### src/hdl/midpoint_ellipse_rasterizer_unit_assert.svh
// Assertion macros shared by the rasterizer RTL.
`ifndef MIDPOINT_ELLIPSE_RASTERIZER_UNIT_ASSERT_SVH
`define MIDPOINT_ELLIPSE_RASTERIZER_UNIT_ASSERT_SVH
`ifndef SYNTHESIS
// Property that holds at every edge outside reset.
`define MERA_ASSERT(label, clk, rst, prop, msg) \
   label: assert property (@(posedge clk) disable iff (rst) (prop)) else $error(msg);
// Antecedent in one cycle, consequent in the next.
`define MERA_ASSERT_NEXT(label, clk, rst, ante, cons, msg) \
   label: assert property (@(posedge clk) disable iff (rst) (ante) |=> (cons)) else $error(msg);
`else
`define MERA_ASSERT(label, clk, rst, prop, msg)
`define MERA_ASSERT_NEXT(label, clk, rst, ante, cons, msg)
`endif
`endif

### src/hdl/mera_pkg.sv
package mera_pkg;

   localparam int COORD_BITS_DEFAULT = 10;
   localparam int PIX_BITS           = 12;
   localparam int QUAD_BITS          = 2;

   // operation codes
   localparam logic OP_START = 1'b0;
   localparam logic OP_STEP  = 1'b1;

   // symmetric copies of the current point
   localparam logic [QUAD_BITS-1:0] QUAD_POS_POS = 2'd0;
   localparam logic [QUAD_BITS-1:0] QUAD_NEG_NEG = 2'd1;
   localparam logic [QUAD_BITS-1:0] QUAD_POS_NEG = 2'd2;
   localparam logic [QUAD_BITS-1:0] QUAD_NEG_POS = 2'd3;

   // operand width of the shared multiplier for the default coordinate width
   localparam int MUL_BITS_DEFAULT = 2 * COORD_BITS_DEFAULT + 4;

endpackage

### src/hdl/mera_mul.sv
module mera_mul #(
   parameter int WIDTH = mera_pkg::MUL_BITS_DEFAULT
) (
   input  logic                 clock,
   input  logic [WIDTH-1:0]     op_a,
   input  logic [WIDTH-1:0]     op_b,
   output logic [2*WIDTH-1:0]   product
);

   logic [2*WIDTH-1:0] product_in;
   logic [2*WIDTH-1:0] product_ff;

   always_comb begin
      product_in = (2*WIDTH)'(op_a) * (2*WIDTH)'(op_b);
   end

   always_ff @(posedge clock) begin
      product_ff <= product_in;
   end

   assign product = product_ff;

endmodule

### src/hdl/midpoint_ellipse_rasterizer_unit.sv
// Axis-aligned ellipse rasterizer, two-region midpoint scheme with the decision
// value held times four so every term is an exact integer. A start transaction
// (operation 0) latches both radii (zero reads as one) and the centre, gives no
// result and holds req_ready low while the squares and start terms are formed. Each step
// transaction (operation 1) returns the four mirrored pixels of the current
// point, one per cycle from a registered output while rsp_ready is high, then
// advances the point; the step that hands over from region one to region two
// also forms the region-two decision, and the last step's fourth pixel
// carries final_pixel and leaves the block idle. A step while idle gives
// nothing. Setup of the squares and of the region-two decision runs through a
// single registered multiplier, one product per cycle; the per-step update is
// additions only, in ST_ADV_POINT and then ST_ADV_DEC.
`include "midpoint_ellipse_rasterizer_unit_assert.svh"

module midpoint_ellipse_rasterizer_unit #(
   parameter int COORD_BITS = mera_pkg::COORD_BITS_DEFAULT
) (
   input  logic                                clock,
   input  logic                                reset,
   input  logic                                req_valid,
   output logic                                req_ready,
   input  logic                                req_operation,
   input  logic [COORD_BITS-1:0]               req_radius_x,
   input  logic [COORD_BITS-1:0]               req_radius_y,
   input  logic [COORD_BITS-1:0]               req_center_x,
   input  logic [COORD_BITS-1:0]               req_center_y,
   output logic                                rsp_valid,
   input  logic                                rsp_ready,
   output logic signed [mera_pkg::PIX_BITS-1:0] rsp_pixel_x,
   output logic signed [mera_pkg::PIX_BITS-1:0] rsp_pixel_y,
   output logic [mera_pkg::QUAD_BITS-1:0]      rsp_quadrant,
   output logic                                rsp_final_pixel
);

   localparam int PW  = COORD_BITS + 1;          // current point
   localparam int SQW = 2 * COORD_BITS;          // radius squares
   localparam int TW  = 3 * COORD_BITS;          // rx^2 * ry
   localparam int STW = 3 * COORD_BITS + 3;      // incremental terms
   localparam int MW  = 2 * COORD_BITS + 4;      // multiplier operands
   localparam int DW  = 2 * MW;                  // decision value
   localparam int OSW = (COORD_BITS + 2 > mera_pkg::PIX_BITS) ?
                        COORD_BITS + 2 : mera_pkg::PIX_BITS;

   typedef enum logic [3:0] {
      ST_IDLE,
      ST_SQR_X,
      ST_SQR_Y,
      ST_MUL_T,
      ST_INIT,
      ST_EMIT,
      ST_ADV_POINT,
      ST_ADV_DEC,
      ST_R2_A,
      ST_R2_B,
      ST_R2_C,
      ST_R2_D,
      ST_R2_E,
      ST_R2_F
   } state_type;

   state_type                       state_ff, state_in;
   logic [COORD_BITS-1:0]           radius_x_ff, radius_x_in;
   logic [COORD_BITS-1:0]           radius_y_ff, radius_y_in;
   logic [COORD_BITS-1:0]           centre_x_ff, centre_x_in;
   logic [COORD_BITS-1:0]           centre_y_ff, centre_y_in;
   logic [SQW-1:0]                  rx2_ff, rx2_in;
   logic [SQW-1:0]                  ry2_ff, ry2_in;
   logic [PW-1:0]                   x_ff, x_in;
   logic [PW-1:0]                   y_ff, y_in;
   logic [STW-1:0]                  dx_ff, dx_in;
   logic [STW-1:0]                  dy_ff, dy_in;
   logic [DW-1:0]                   dec_ff, dec_in;
   logic [MW-1:0]                   tmp_ff, tmp_in;
   logic                            region2_ff, region2_in;
   logic                            active_ff, active_in;
   logic                            out_valid_ff, out_valid_in;
   logic [mera_pkg::PIX_BITS-1:0]   pix_x_ff, pix_x_in;
   logic [mera_pkg::PIX_BITS-1:0]   pix_y_ff, pix_y_in;
   logic [mera_pkg::QUAD_BITS-1:0]  quad_ff, quad_in;
   logic                            final_ff, final_in;

   logic [MW-1:0]                   mul_a, mul_b;
   logic [DW-1:0]                   prod;

   logic                            req_take;
   logic                            rsp_take;
   logic                            dec_neg, dec_pos;
   logic                            step_x, step_y;
   logic [COORD_BITS-1:0]           rx_eff, ry_eff;
   logic [PW-1:0]                   y_less_one;
   logic [DW-1:0]                   dec_inc;
   logic                            x_neg, y_neg;
   logic [OSW-1:0]                  sum_x, sum_y;

   mera_mul #(
      .WIDTH (MW)
   ) u_mul (
      .clock   (clock),
      .op_a    (mul_a),
      .op_b    (mul_b),
      .product (prod)
   );

   assign req_ready = (state_ff == ST_IDLE);
   assign req_take  = req_valid && req_ready;
   assign rsp_take  = out_valid_ff && rsp_ready;

   assign dec_neg = dec_ff[DW-1];
   assign dec_pos = !dec_neg && (dec_ff != '0);
   // region one always steps x, region two always steps y
   assign step_x  = region2_ff ? !dec_pos : 1'b1;
   assign step_y  = region2_ff ? 1'b1 : !dec_neg;

   assign rx_eff     = (req_radius_x == '0) ? COORD_BITS'(1) : req_radius_x;
   assign ry_eff     = (req_radius_y == '0) ? COORD_BITS'(1) : req_radius_y;
   assign y_less_one = (y_ff == '0) ? PW'(1) : y_ff - PW'(1);

   assign dec_inc = (step_x ? DW'(dx_ff) : '0) - (step_y ? DW'(dy_ff) : '0)
                    + (region2_ff ? DW'(rx2_ff) : DW'(ry2_ff));

   // pixel for the copy about to be loaded into the output register
   assign x_neg = (quad_in == mera_pkg::QUAD_NEG_NEG) || (quad_in == mera_pkg::QUAD_NEG_POS);
   assign y_neg = (quad_in == mera_pkg::QUAD_NEG_NEG) || (quad_in == mera_pkg::QUAD_POS_NEG);
   assign sum_x = x_neg ? OSW'(centre_x_ff) - OSW'(x_ff) : OSW'(centre_x_ff) + OSW'(x_ff);
   assign sum_y = y_neg ? OSW'(centre_y_ff) - OSW'(y_ff) : OSW'(centre_y_ff) + OSW'(y_ff);

   always_comb begin
      state_in     = state_ff;
      radius_x_in  = radius_x_ff;
      radius_y_in  = radius_y_ff;
      centre_x_in  = centre_x_ff;
      centre_y_in  = centre_y_ff;
      rx2_in       = rx2_ff;
      ry2_in       = ry2_ff;
      x_in         = x_ff;
      y_in         = y_ff;
      dx_in        = dx_ff;
      dy_in        = dy_ff;
      dec_in       = dec_ff;
      tmp_in       = tmp_ff;
      region2_in   = region2_ff;
      active_in    = active_ff;
      out_valid_in = out_valid_ff;
      quad_in      = quad_ff;
      final_in     = final_ff;
      mul_a        = '0;
      mul_b        = '0;

      case (state_ff)
         ST_IDLE: begin
            if (req_take) begin
               if (req_operation == mera_pkg::OP_START) begin
                  radius_x_in = rx_eff;
                  radius_y_in = ry_eff;
                  centre_x_in = req_center_x;
                  centre_y_in = req_center_y;
                  state_in    = ST_SQR_X;
               end else if (active_ff) begin
                  out_valid_in = 1'b1;
                  quad_in      = mera_pkg::QUAD_POS_POS;
                  final_in     = 1'b0;
                  state_in     = ST_EMIT;
               end
            end
         end
         ST_SQR_X: begin
            mul_a    = MW'(radius_x_ff);
            mul_b    = MW'(radius_x_ff);
            state_in = ST_SQR_Y;
         end
         ST_SQR_Y: begin
            rx2_in   = prod[SQW-1:0];
            mul_a    = MW'(radius_y_ff);
            mul_b    = MW'(radius_y_ff);
            state_in = ST_MUL_T;
         end
         ST_MUL_T: begin
            ry2_in   = prod[SQW-1:0];
            mul_a    = MW'(rx2_ff);
            mul_b    = MW'(radius_y_ff);
            state_in = ST_INIT;
         end
         ST_INIT: begin
            x_in       = '0;
            y_in       = PW'(radius_y_ff);
            dx_in      = '0;
            dy_in      = STW'(prod[TW-1:0]) << 1;
            dec_in     = (DW'(ry2_ff) << 2) - (DW'(prod[TW-1:0]) << 2) + DW'(rx2_ff);
            region2_in = 1'b0;
            active_in  = 1'b1;
            state_in   = ST_IDLE;
         end
         ST_EMIT: begin
            if (rsp_take) begin
               if (quad_ff == mera_pkg::QUAD_NEG_POS) begin
                  out_valid_in = 1'b0;
                  if (y_ff == '0) begin
                     active_in = 1'b0;
                     state_in  = ST_IDLE;
                  end else begin
                     state_in  = ST_ADV_POINT;
                  end
               end else begin
                  quad_in  = quad_ff + mera_pkg::QUAD_BITS'(1);
                  final_in = (quad_in == mera_pkg::QUAD_NEG_POS) && (y_ff == '0);
               end
            end
         end
         ST_ADV_POINT: begin
            if (step_x) begin
               x_in  = x_ff + PW'(1);
               dx_in = dx_ff + (STW'(ry2_ff) << 1);
            end
            if (step_y) begin
               y_in  = y_ff - PW'(1);
               dy_in = dy_ff - (STW'(rx2_ff) << 1);
            end
            state_in = ST_ADV_DEC;
         end
         ST_ADV_DEC: begin
            // decision still holds its pre-step value, so step_x/step_y repeat
            dec_in = dec_ff + (dec_inc << 2);
            if (!region2_ff && (dx_ff >= dy_ff)) begin
               state_in = ST_R2_A;
            end else begin
               state_in = ST_IDLE;
            end
         end
         ST_R2_A: begin
            mul_a    = MW'({x_ff, 1'b1});
            mul_b    = MW'({x_ff, 1'b1});
            state_in = ST_R2_B;
         end
         ST_R2_B: begin
            tmp_in   = prod[MW-1:0];
            mul_a    = MW'(y_less_one);
            mul_b    = MW'(y_less_one);
            state_in = ST_R2_C;
         end
         ST_R2_C: begin
            tmp_in   = prod[MW-1:0];
            mul_a    = MW'(ry2_ff);
            mul_b    = tmp_ff;
            state_in = ST_R2_D;
         end
         ST_R2_D: begin
            dec_in   = prod;
            mul_a    = MW'(rx2_ff);
            mul_b    = tmp_ff;
            state_in = ST_R2_E;
         end
         ST_R2_E: begin
            dec_in   = dec_ff + (prod << 2);
            mul_a    = MW'(rx2_ff);
            mul_b    = MW'(ry2_ff);
            state_in = ST_R2_F;
         end
         ST_R2_F: begin
            dec_in     = dec_ff - (prod << 2);
            region2_in = 1'b1;
            state_in   = ST_IDLE;
         end
         default: begin
            state_in = ST_IDLE;
         end
      endcase

      pix_x_in = sum_x[mera_pkg::PIX_BITS-1:0];
      pix_y_in = sum_y[mera_pkg::PIX_BITS-1:0];
   end

   always_ff @(posedge clock) begin
      if (reset) begin
         state_ff     <= ST_IDLE;
         region2_ff   <= 1'b0;
         active_ff    <= 1'b0;
         out_valid_ff <= 1'b0;
      end else begin
         state_ff     <= state_in;
         region2_ff   <= region2_in;
         active_ff    <= active_in;
         out_valid_ff <= out_valid_in;
      end
      radius_x_ff <= radius_x_in;
      radius_y_ff <= radius_y_in;
      centre_x_ff <= centre_x_in;
      centre_y_ff <= centre_y_in;
      rx2_ff      <= rx2_in;
      ry2_ff      <= ry2_in;
      x_ff        <= x_in;
      y_ff        <= y_in;
      dx_ff       <= dx_in;
      dy_ff       <= dy_in;
      dec_ff      <= dec_in;
      tmp_ff      <= tmp_in;
      quad_ff     <= quad_in;
      final_ff    <= final_in;
      // hold the pixel unless a new copy is being loaded
      if (out_valid_in && (!out_valid_ff || rsp_take)) begin
         pix_x_ff <= pix_x_in;
         pix_y_ff <= pix_y_in;
      end
   end

   assign rsp_valid       = out_valid_ff;
   assign rsp_pixel_x     = pix_x_ff;
   assign rsp_pixel_y     = pix_y_ff;
   assign rsp_quadrant    = quad_ff;
   assign rsp_final_pixel = final_ff;

   `MERA_ASSERT(a_no_accept_while_emitting, clock, reset, !(req_ready && rsp_valid), "input accepted while pixels pending")
   `MERA_ASSERT(a_final_on_last_copy, clock, reset, (rsp_valid && rsp_final_pixel) |-> (rsp_quadrant == mera_pkg::QUAD_NEG_POS), "final pixel flagged on wrong copy")
   `MERA_ASSERT_NEXT(a_idle_after_final, clock, reset, rsp_valid && rsp_ready && rsp_final_pixel, !active_ff && req_ready, "drawing still active after final pixel")
   `MERA_ASSERT(a_region_one_order, clock, reset, (state_ff == ST_IDLE && active_ff && !region2_ff) |-> (dx_ff < dy_ff), "region one left without handover")

endmodule

### config.mk
export PLATFORM = sky130hd
export DESIGN_NAME = midpoint_ellipse_rasterizer_unit
export DESIGN_NICKNAME = d
export VERILOG_FILES = /design/src/hdl/mera_pkg.sv /design/src/hdl/mera_mul.sv /design/src/hdl/midpoint_ellipse_rasterizer_unit.sv
export VERILOG_INCLUDE_DIRS = /design/src /design/src/hdl
export SDC_FILE = /design/constraint.sdc
export NUM_CORES = 2
export LEC_CHECK = 0
export BUFFER_PORTS_ARGS = -buffer_cell sky130_fd_sc_hd__buf_2
export CAP_MARGIN = 25
export CORE_ASPECT_RATIO = 0.9
export CORE_MARGIN = 2
export CORE_UTILIZATION = 58
export CTS_CLUSTER_DIAMETER = 200
export DETAILED_ROUTE_END_ITERATION = 10
export MAX_ROUTING_LAYER = met4
export PLACE_DENSITY = 0.74
export RECOVER_POWER = 100
export SKIP_LAST_GASP = 1
export SYNTH_ARGS = -nofsm -noshare
export SYNTH_HDL_FRONTEND = slang
export SYNTH_HIERARCHICAL = 1
export SYNTH_SLANG_ARGS = --single-unit
### constraint.sdc
create_clock -name clock -period 19.9 [get_ports clock]
set_input_delay 0.995 -clock clock [delete_from_list [all_inputs] [get_ports clock]]
set_output_delay 0.995 -clock clock [all_outputs]
set_load 0.02 [all_outputs]
After elaboration in Yosys (flattened, before gate mapping)

Cells that the tools add are included.

Output and inout bits: 29
Flip-flop bits (word level): 322

$mul: 1
$add $sub $neg: 16
Reductions and logical operators: 33
Bitwise gates (word level): 1
Muxes and demuxes: 50
Magnitude comparators: 1
Equality and inequality tests: 28

Operators with widths:

| operator                                   | number |
|---|---|
| case mux 48 bit (5 select lines)           | 1 |
| case mux 24 bit (6 select lines)           | 1 |
| two-way mux 33 bit                         | 4 |
| case mux 33 bit (2 select lines)           | 2 |
| case mux 20 bit (6 select lines)           | 1 |
| adder 48 bit                               | 2 |
| case mux 4 bit (12 select lines)           | 1 |
| nonzero test 48 bit                        | 1 |
| subtractor 48 bit                          | 1 |
| multiplier 20 x 24 -> 44 bit               | 1 |
| case mux 11 bit (2 select lines)           | 2 |
| adder 34 x 21 -> 35 bit                    | 1 |
| adder 33 x 21 -> 34 bit                    | 1 |
| subtractor 33 x 33 -> 34 bit               | 1 |
| adder 33 x 21 -> 33 bit                    | 1 |
| greater-or-equal comparator 33 bit         | 1 |
| two-way mux 11 bit                         | 3 |
| subtractor 22 x 32 -> 33 bit               | 1 |
| subtractor 33 x 21 -> 33 bit               | 1 |
| adder 10 x 11 -> 12 bit                    | 2 |
| equality test 4 bit, second input constant | 6 |
| two-way mux 12 bit                         | 2 |
| two-way mux 4 bit                          | 6 |
| subtractor 10 x 11 -> 12 bit               | 2 |
| other kinds (32)                           | 85 |

Depth between registers and ports, before layout

Depth in word-level cells: 9
Mapped depth: 42

Hierarchy

The synthesis kept the hierarchy.

Modules (own cells, without submodules):

| module                           | cells each | sequential area each (µm²) | times used | area an instance (µm²) |
|---|---|---|---|---|
| midpoint_ellipse_rasterizer_unit | 3007       | 8077.7                     | 1          | 25987.4 |
| mera_mul                         | 2282       | 960.9                      | 1          | 20380.8 |

Worst setup path before layout

OpenSTA, ideal clock, no wires.

Path type: flip-flop to flip-flop
Start: register dec_ff[3]
End: register dec_ff[47] (data pin)
Setup time: 0.279 ns
Arrival: 9.165 ns
Stages on the path, launching flop included: 38
Path slack: 10.456 ns
Clock period less this slack: 9.444 ns
Path through: edfxtp_1 -> nor4_1 -> nand4_1 -> o311ai_0 -> clkbuf_1 -> and2_1 -> ha_1 -> nor2b_1 -> o31a_1 -> o31a_1 -> nor3b_1 -> o21bai_1 -> a21oi_1 -> xnor2_1 -> ha_1 -> buf_2 -> and2_1 -> nand3_1 -> [... 2 more ...] -> nor2_1 -> o21ai_2 -> nand4_4 -> or4_4 -> a21boi_1 -> o21ai_2 -> a211o_1 -> and2_1 -> o21ai_0 -> ha_1 -> clkbuf_1 -> nand3_1 -> or4b_2 -> o21ai_1 -> mux2_2 -> a2111oi_0 -> and4_1 -> o311ai_2

Cells in the longest elaborated chain, start to end: 9
Elaborated cells on any way between the ends: 11

Ends and longest elaborated chain:

| element                            | line                                    | RTL |
|---|---|---|
| start, declared                    | midpoint_ellipse_rasterizer_unit.sv:72  | `logic [DW-1:0] dec_ff, dec_in;` |
| start signal, assigned             | midpoint_ellipse_rasterizer_unit.sv:294 | `dec_ff <= dec_in;` |
| nonzero test 48 bit                | midpoint_ellipse_rasterizer_unit.sv:109 | `assign dec_pos = !dec_neg && (dec_ff != '0);` |
| logical AND 1 bit                  | midpoint_ellipse_rasterizer_unit.sv:109 |  |
| zero test 1 bit                    | midpoint_ellipse_rasterizer_unit.sv:111 | `assign step_x = region2_ff ? !dec_pos : 1'b1;` |
| two-way mux 1 bit                  | midpoint_ellipse_rasterizer_unit.sv:111 |  |
| two-way mux 33 bit                 | midpoint_ellipse_rasterizer_unit.sv:118 | `assign dec_inc = (step_x ? DW'(dx_ff) : '0) - (step_y ? DW'(dy_ff) : '0)` |
| subtractor 33 x 33 -> 34 bit       | midpoint_ellipse_rasterizer_unit.sv:118 |  |
| adder 34 x 21 -> 35 bit            | midpoint_ellipse_rasterizer_unit.sv:119 | `+ (region2_ff ? DW'(rx2_ff) : DW'(ry2_ff));` |
| adder 48 bit                       | midpoint_ellipse_rasterizer_unit.sv:222 | `dec_in = dec_ff + (dec_inc << 2);` |
| case mux 48 bit (5 select lines) * | midpoint_ellipse_rasterizer_unit.sv:149 | `case (state_ff)` |
| net dec_in[47]                     | midpoint_ellipse_rasterizer_unit.sv:72  |  |

The timed path passes the listed nets; every way through them passes the cells marked *.
A chain may end at the register's enable or synchronous reset.

Final worst setup path

Start: register dec_ff[2]
End: register dec_ff[47] (data pin)

The elaborated chain is that of the path after synthesis.

==> impl_metrics.yaml <==
sta:
  hold_viol: 0
  slew_viol_final: 479
  slew_headroom_pct: -94.59
  setup_tns_ps: 0
  fin_worst_skew_ps: 36.05
  worst_slew_pin_slew_ps: 2919
  rsz0062_at_grt: "no"
  period_share_pct: 63.38
  period_minus_slack_ps: 12610
  finalSetupViolCount: 0
  fmax_ghz: 0.07928
synth:
  synth_top_area_share_pct: 21.16
  yosys-top-cells-area: "fa_1 21%, edfxtp_1 17%, ha_1 11%"
  syn-instance-count: 5289
  synthMostInstantiatedCell: "inv_1"
  synth_edf_count: 263
  ys_top_cells_by_count: "743 x inv_1, 600 x nand2_1, 490 x fa_1"
  syn_avg_cell_area_sq_um: 8.767
  yosysWarnings: 6
  ys.flop_type: "edfxtp_1"
  synth_seq_cells: 320
  yosysSeqAreaShare_pct: 19.49
  synthArstFlopShare_pct: 0
  synth.distinct_cells: 127
  synth_area_leader_cell: "fa_1"
  syn-cell-area_sq_mm: 0.04637
clock_network:
  cts_hold_buffers: 0
  clkSinkCount: 320
  cts_resized: 0
  postCtsSetupBuffers: 0
  htreeDepth: 2
  cts.clk_slew.worst_paths_ps: 60
  max-clock-path-buffers: 3
  cts_inserted_buffers: 38
  clk_latency_ps: 600
  cts-root-buf: "clkbuf_16"
  cts_tree: "built"
flow_run:
  cap_viol_max_count: 11
floorplanning:
  initial_utilization_pct: 58.45
  fp.dieArea_sq_mm: 0.08223
  row_count: 98
  io_pins: 74
  fp.dieH_um: 272.2
  die_x_um: 302.0
  core_area_sq_mm: 0.07933
status:
  status: "complete, but fails checks"
  violations: "capacitance limit, slew limit"
pwr:
  swShare_pct: 35.80
  leakage_nw: 21.97
  p_comb_share_pct: 34.2
  sequentialPowerShare_pct: 33.2
  p_switching_mw: 0.8621
  clock_power_share_pct: 32.6
  p_int_mw: 1.546
  peakVddDrop_uv: 61.47
  p_per_area_mw_per_mm2: 49.21
finish:
  final_cell_area_sq_mm: 0.04893
  layout.nets: 6203
  antenna_cells: 0
  syn2layout_area_growth_pct: 5.532
  drive_above_1_share_pct: 4.991
global_routing:
  grt.total_usage_pct: 34.77
  grt_pass1_wl_um: 217000
  grt_pass1_vias: 38500
  grt_overflow: 0
  grt_max_degree: 61
  antenna_found_initial: 4
routing:
  antenna_left: 0
  drt_pass1_iterations: 8
  dr_total_vias: 38250
  wl_per_cell_um: 21.60
  wl_met3_um: 12280
  remaining_drc_errors: 0
  drt-met1-wl_um: 58780
  viasPerCell: 6.033
  drt_iter0_markers: 3639
  wirelength_um: 136900
  dr.max_layer_used: "met4"
  dr_wl_met2_um: 61490
setup_path:
  start_kind: "flip-flop"
  cp.required_ps: 20180
  critPathSlowestCell: "clkbuf_1"
  slowest_delay_ps: 980
  crit_type: "flip-flop to flip-flop"
  cp_max_fo: 33
  worstRegToRegCells: 36
  endpoint_kind: "flip-flop"
  cp.arrival_ps: 12900
worst_hold_path:
  min_path_type: "flip-flop to flip-flop"
  whs_path_depth: 2
place:
  globalplace.congestion: 1.012
  port_buffers: 73
  dp_hpwl_um: 106500
  place_area_sq_mm: 0.04779
[worst max-delay path, delay by kind of cell, from the launching register on]
family | cells | cell delay, ps
AOI/OAI and AO/OA | 16 | 5010
xor gates and xnor gates | 2 | 330
adders and majority gates | 3 | 960
buffers and inverters | 1 | 980
DFF | 1 | 390
muxes | 2 | 510
and+or+nand+nor | 12 | 4100
[final cells by class]
cell class              instances  area [sq um]
multi-input cells            4008         33580
well taps                    1050          1314
flip-flops and latches        320          9040
fillers                      6893         30400
repair buffers                148         807.0
inverters                     744          2793
clock inverters                28         402.9
clock buffers                  42         997.2
[logic make-up (layout without fill, tap and decap cells)]
| group | count (synthesis) | in the layout | share of synthesized area (%) |
|---|---|---|---|
| AND/OR/NAND/NOR | 1690 | 1690 | 18.19 |
| adder cells (fa/ha/maj) | 898 | 898 | 32.16 |
| other | 1 | 24 | 0.008087 |
| buffers and inverters | 984 | 962 | 8.111 |
| flip-flops | 320 | 320 | 19.49 |
| multiplexers | 37 | 37 | 0.8608 |
| AO/OA/AOI/OAI | 1028 | 1028 | 14.90 |
| XOR/XNOR | 331 | 331 | 6.268 |
[power by group through the flow]
stage / registers (mW) / logic (mW) / clock network [mW]
global route: 0.801 / 0.907 / 0.815
finish: 0.799 / 0.825 / 0.784
floorplan: 0.791 / 0.621 / 0
global placement: 0.810 / 0.800 / 0
detailed placement: 0.810 / 0.802 / 0
CTS: 0.796 / 0.810 / 0.793
[routing by layer]
metal | global-route usage (%) | vias to the layer above
li1 | - | 17620
met1 | 47.68 | 18770
met2 | 52.95 | 1613
met4 | 10.87 | 0
met3 | 5.615 | 244
met5 | - | -
[registers in the layout, indices dropped and copies added, names as in the netlist, 12 cells and up]
name and flops:
dx_ff 32, u_mul/product 48, dec_ff 48, rsp_pixel_y 12, dy_ff 32, rsp_pixel_x 12
tmp_ff 24, rx2_ff 20, ry2_ff 20
[path summary, 6_finish.rpt]
path                   from          to  slack [ps]
setup / recovery  dec_ff[2]  dec_ff[47]        7290
hold / removal    active_ff   active_ff         550
setup reg to reg  dec_ff[2]  dec_ff[47]        7290
hold reg to reg   active_ff   active_ff         550
[stage by stage]
step,std cells,power (mW),hold WS [ps],utilization [%],setup WS [ps]
after floorplan,5312,1.412,406.4,-,10460
after global placement,6268,1.610,514.6,60.22,8844
after detailed placement,6269,1.612,525.0,60.25,8772
after CTS,6339,2.398,537.3,62.01,8703
after global routing,6340,2.522,564.7,61.68,6403
final,6340,2.408,545.3,61.68,7287
[cells in the final DEF (no fill, tap or decap), drive strengths merged, types with 75 or more instances in the layout]
master	instances
a21o	101
a21oi	271
and2	368
buf	87
clkbuf	103
edfxtp	263
fa	490
ha	408
inv	748
nand2	601
nand3	88
nor2	267
nor3	75
o21ai	232
xnor2	203
xor2	128
Power figures use the tool's default switching activity.
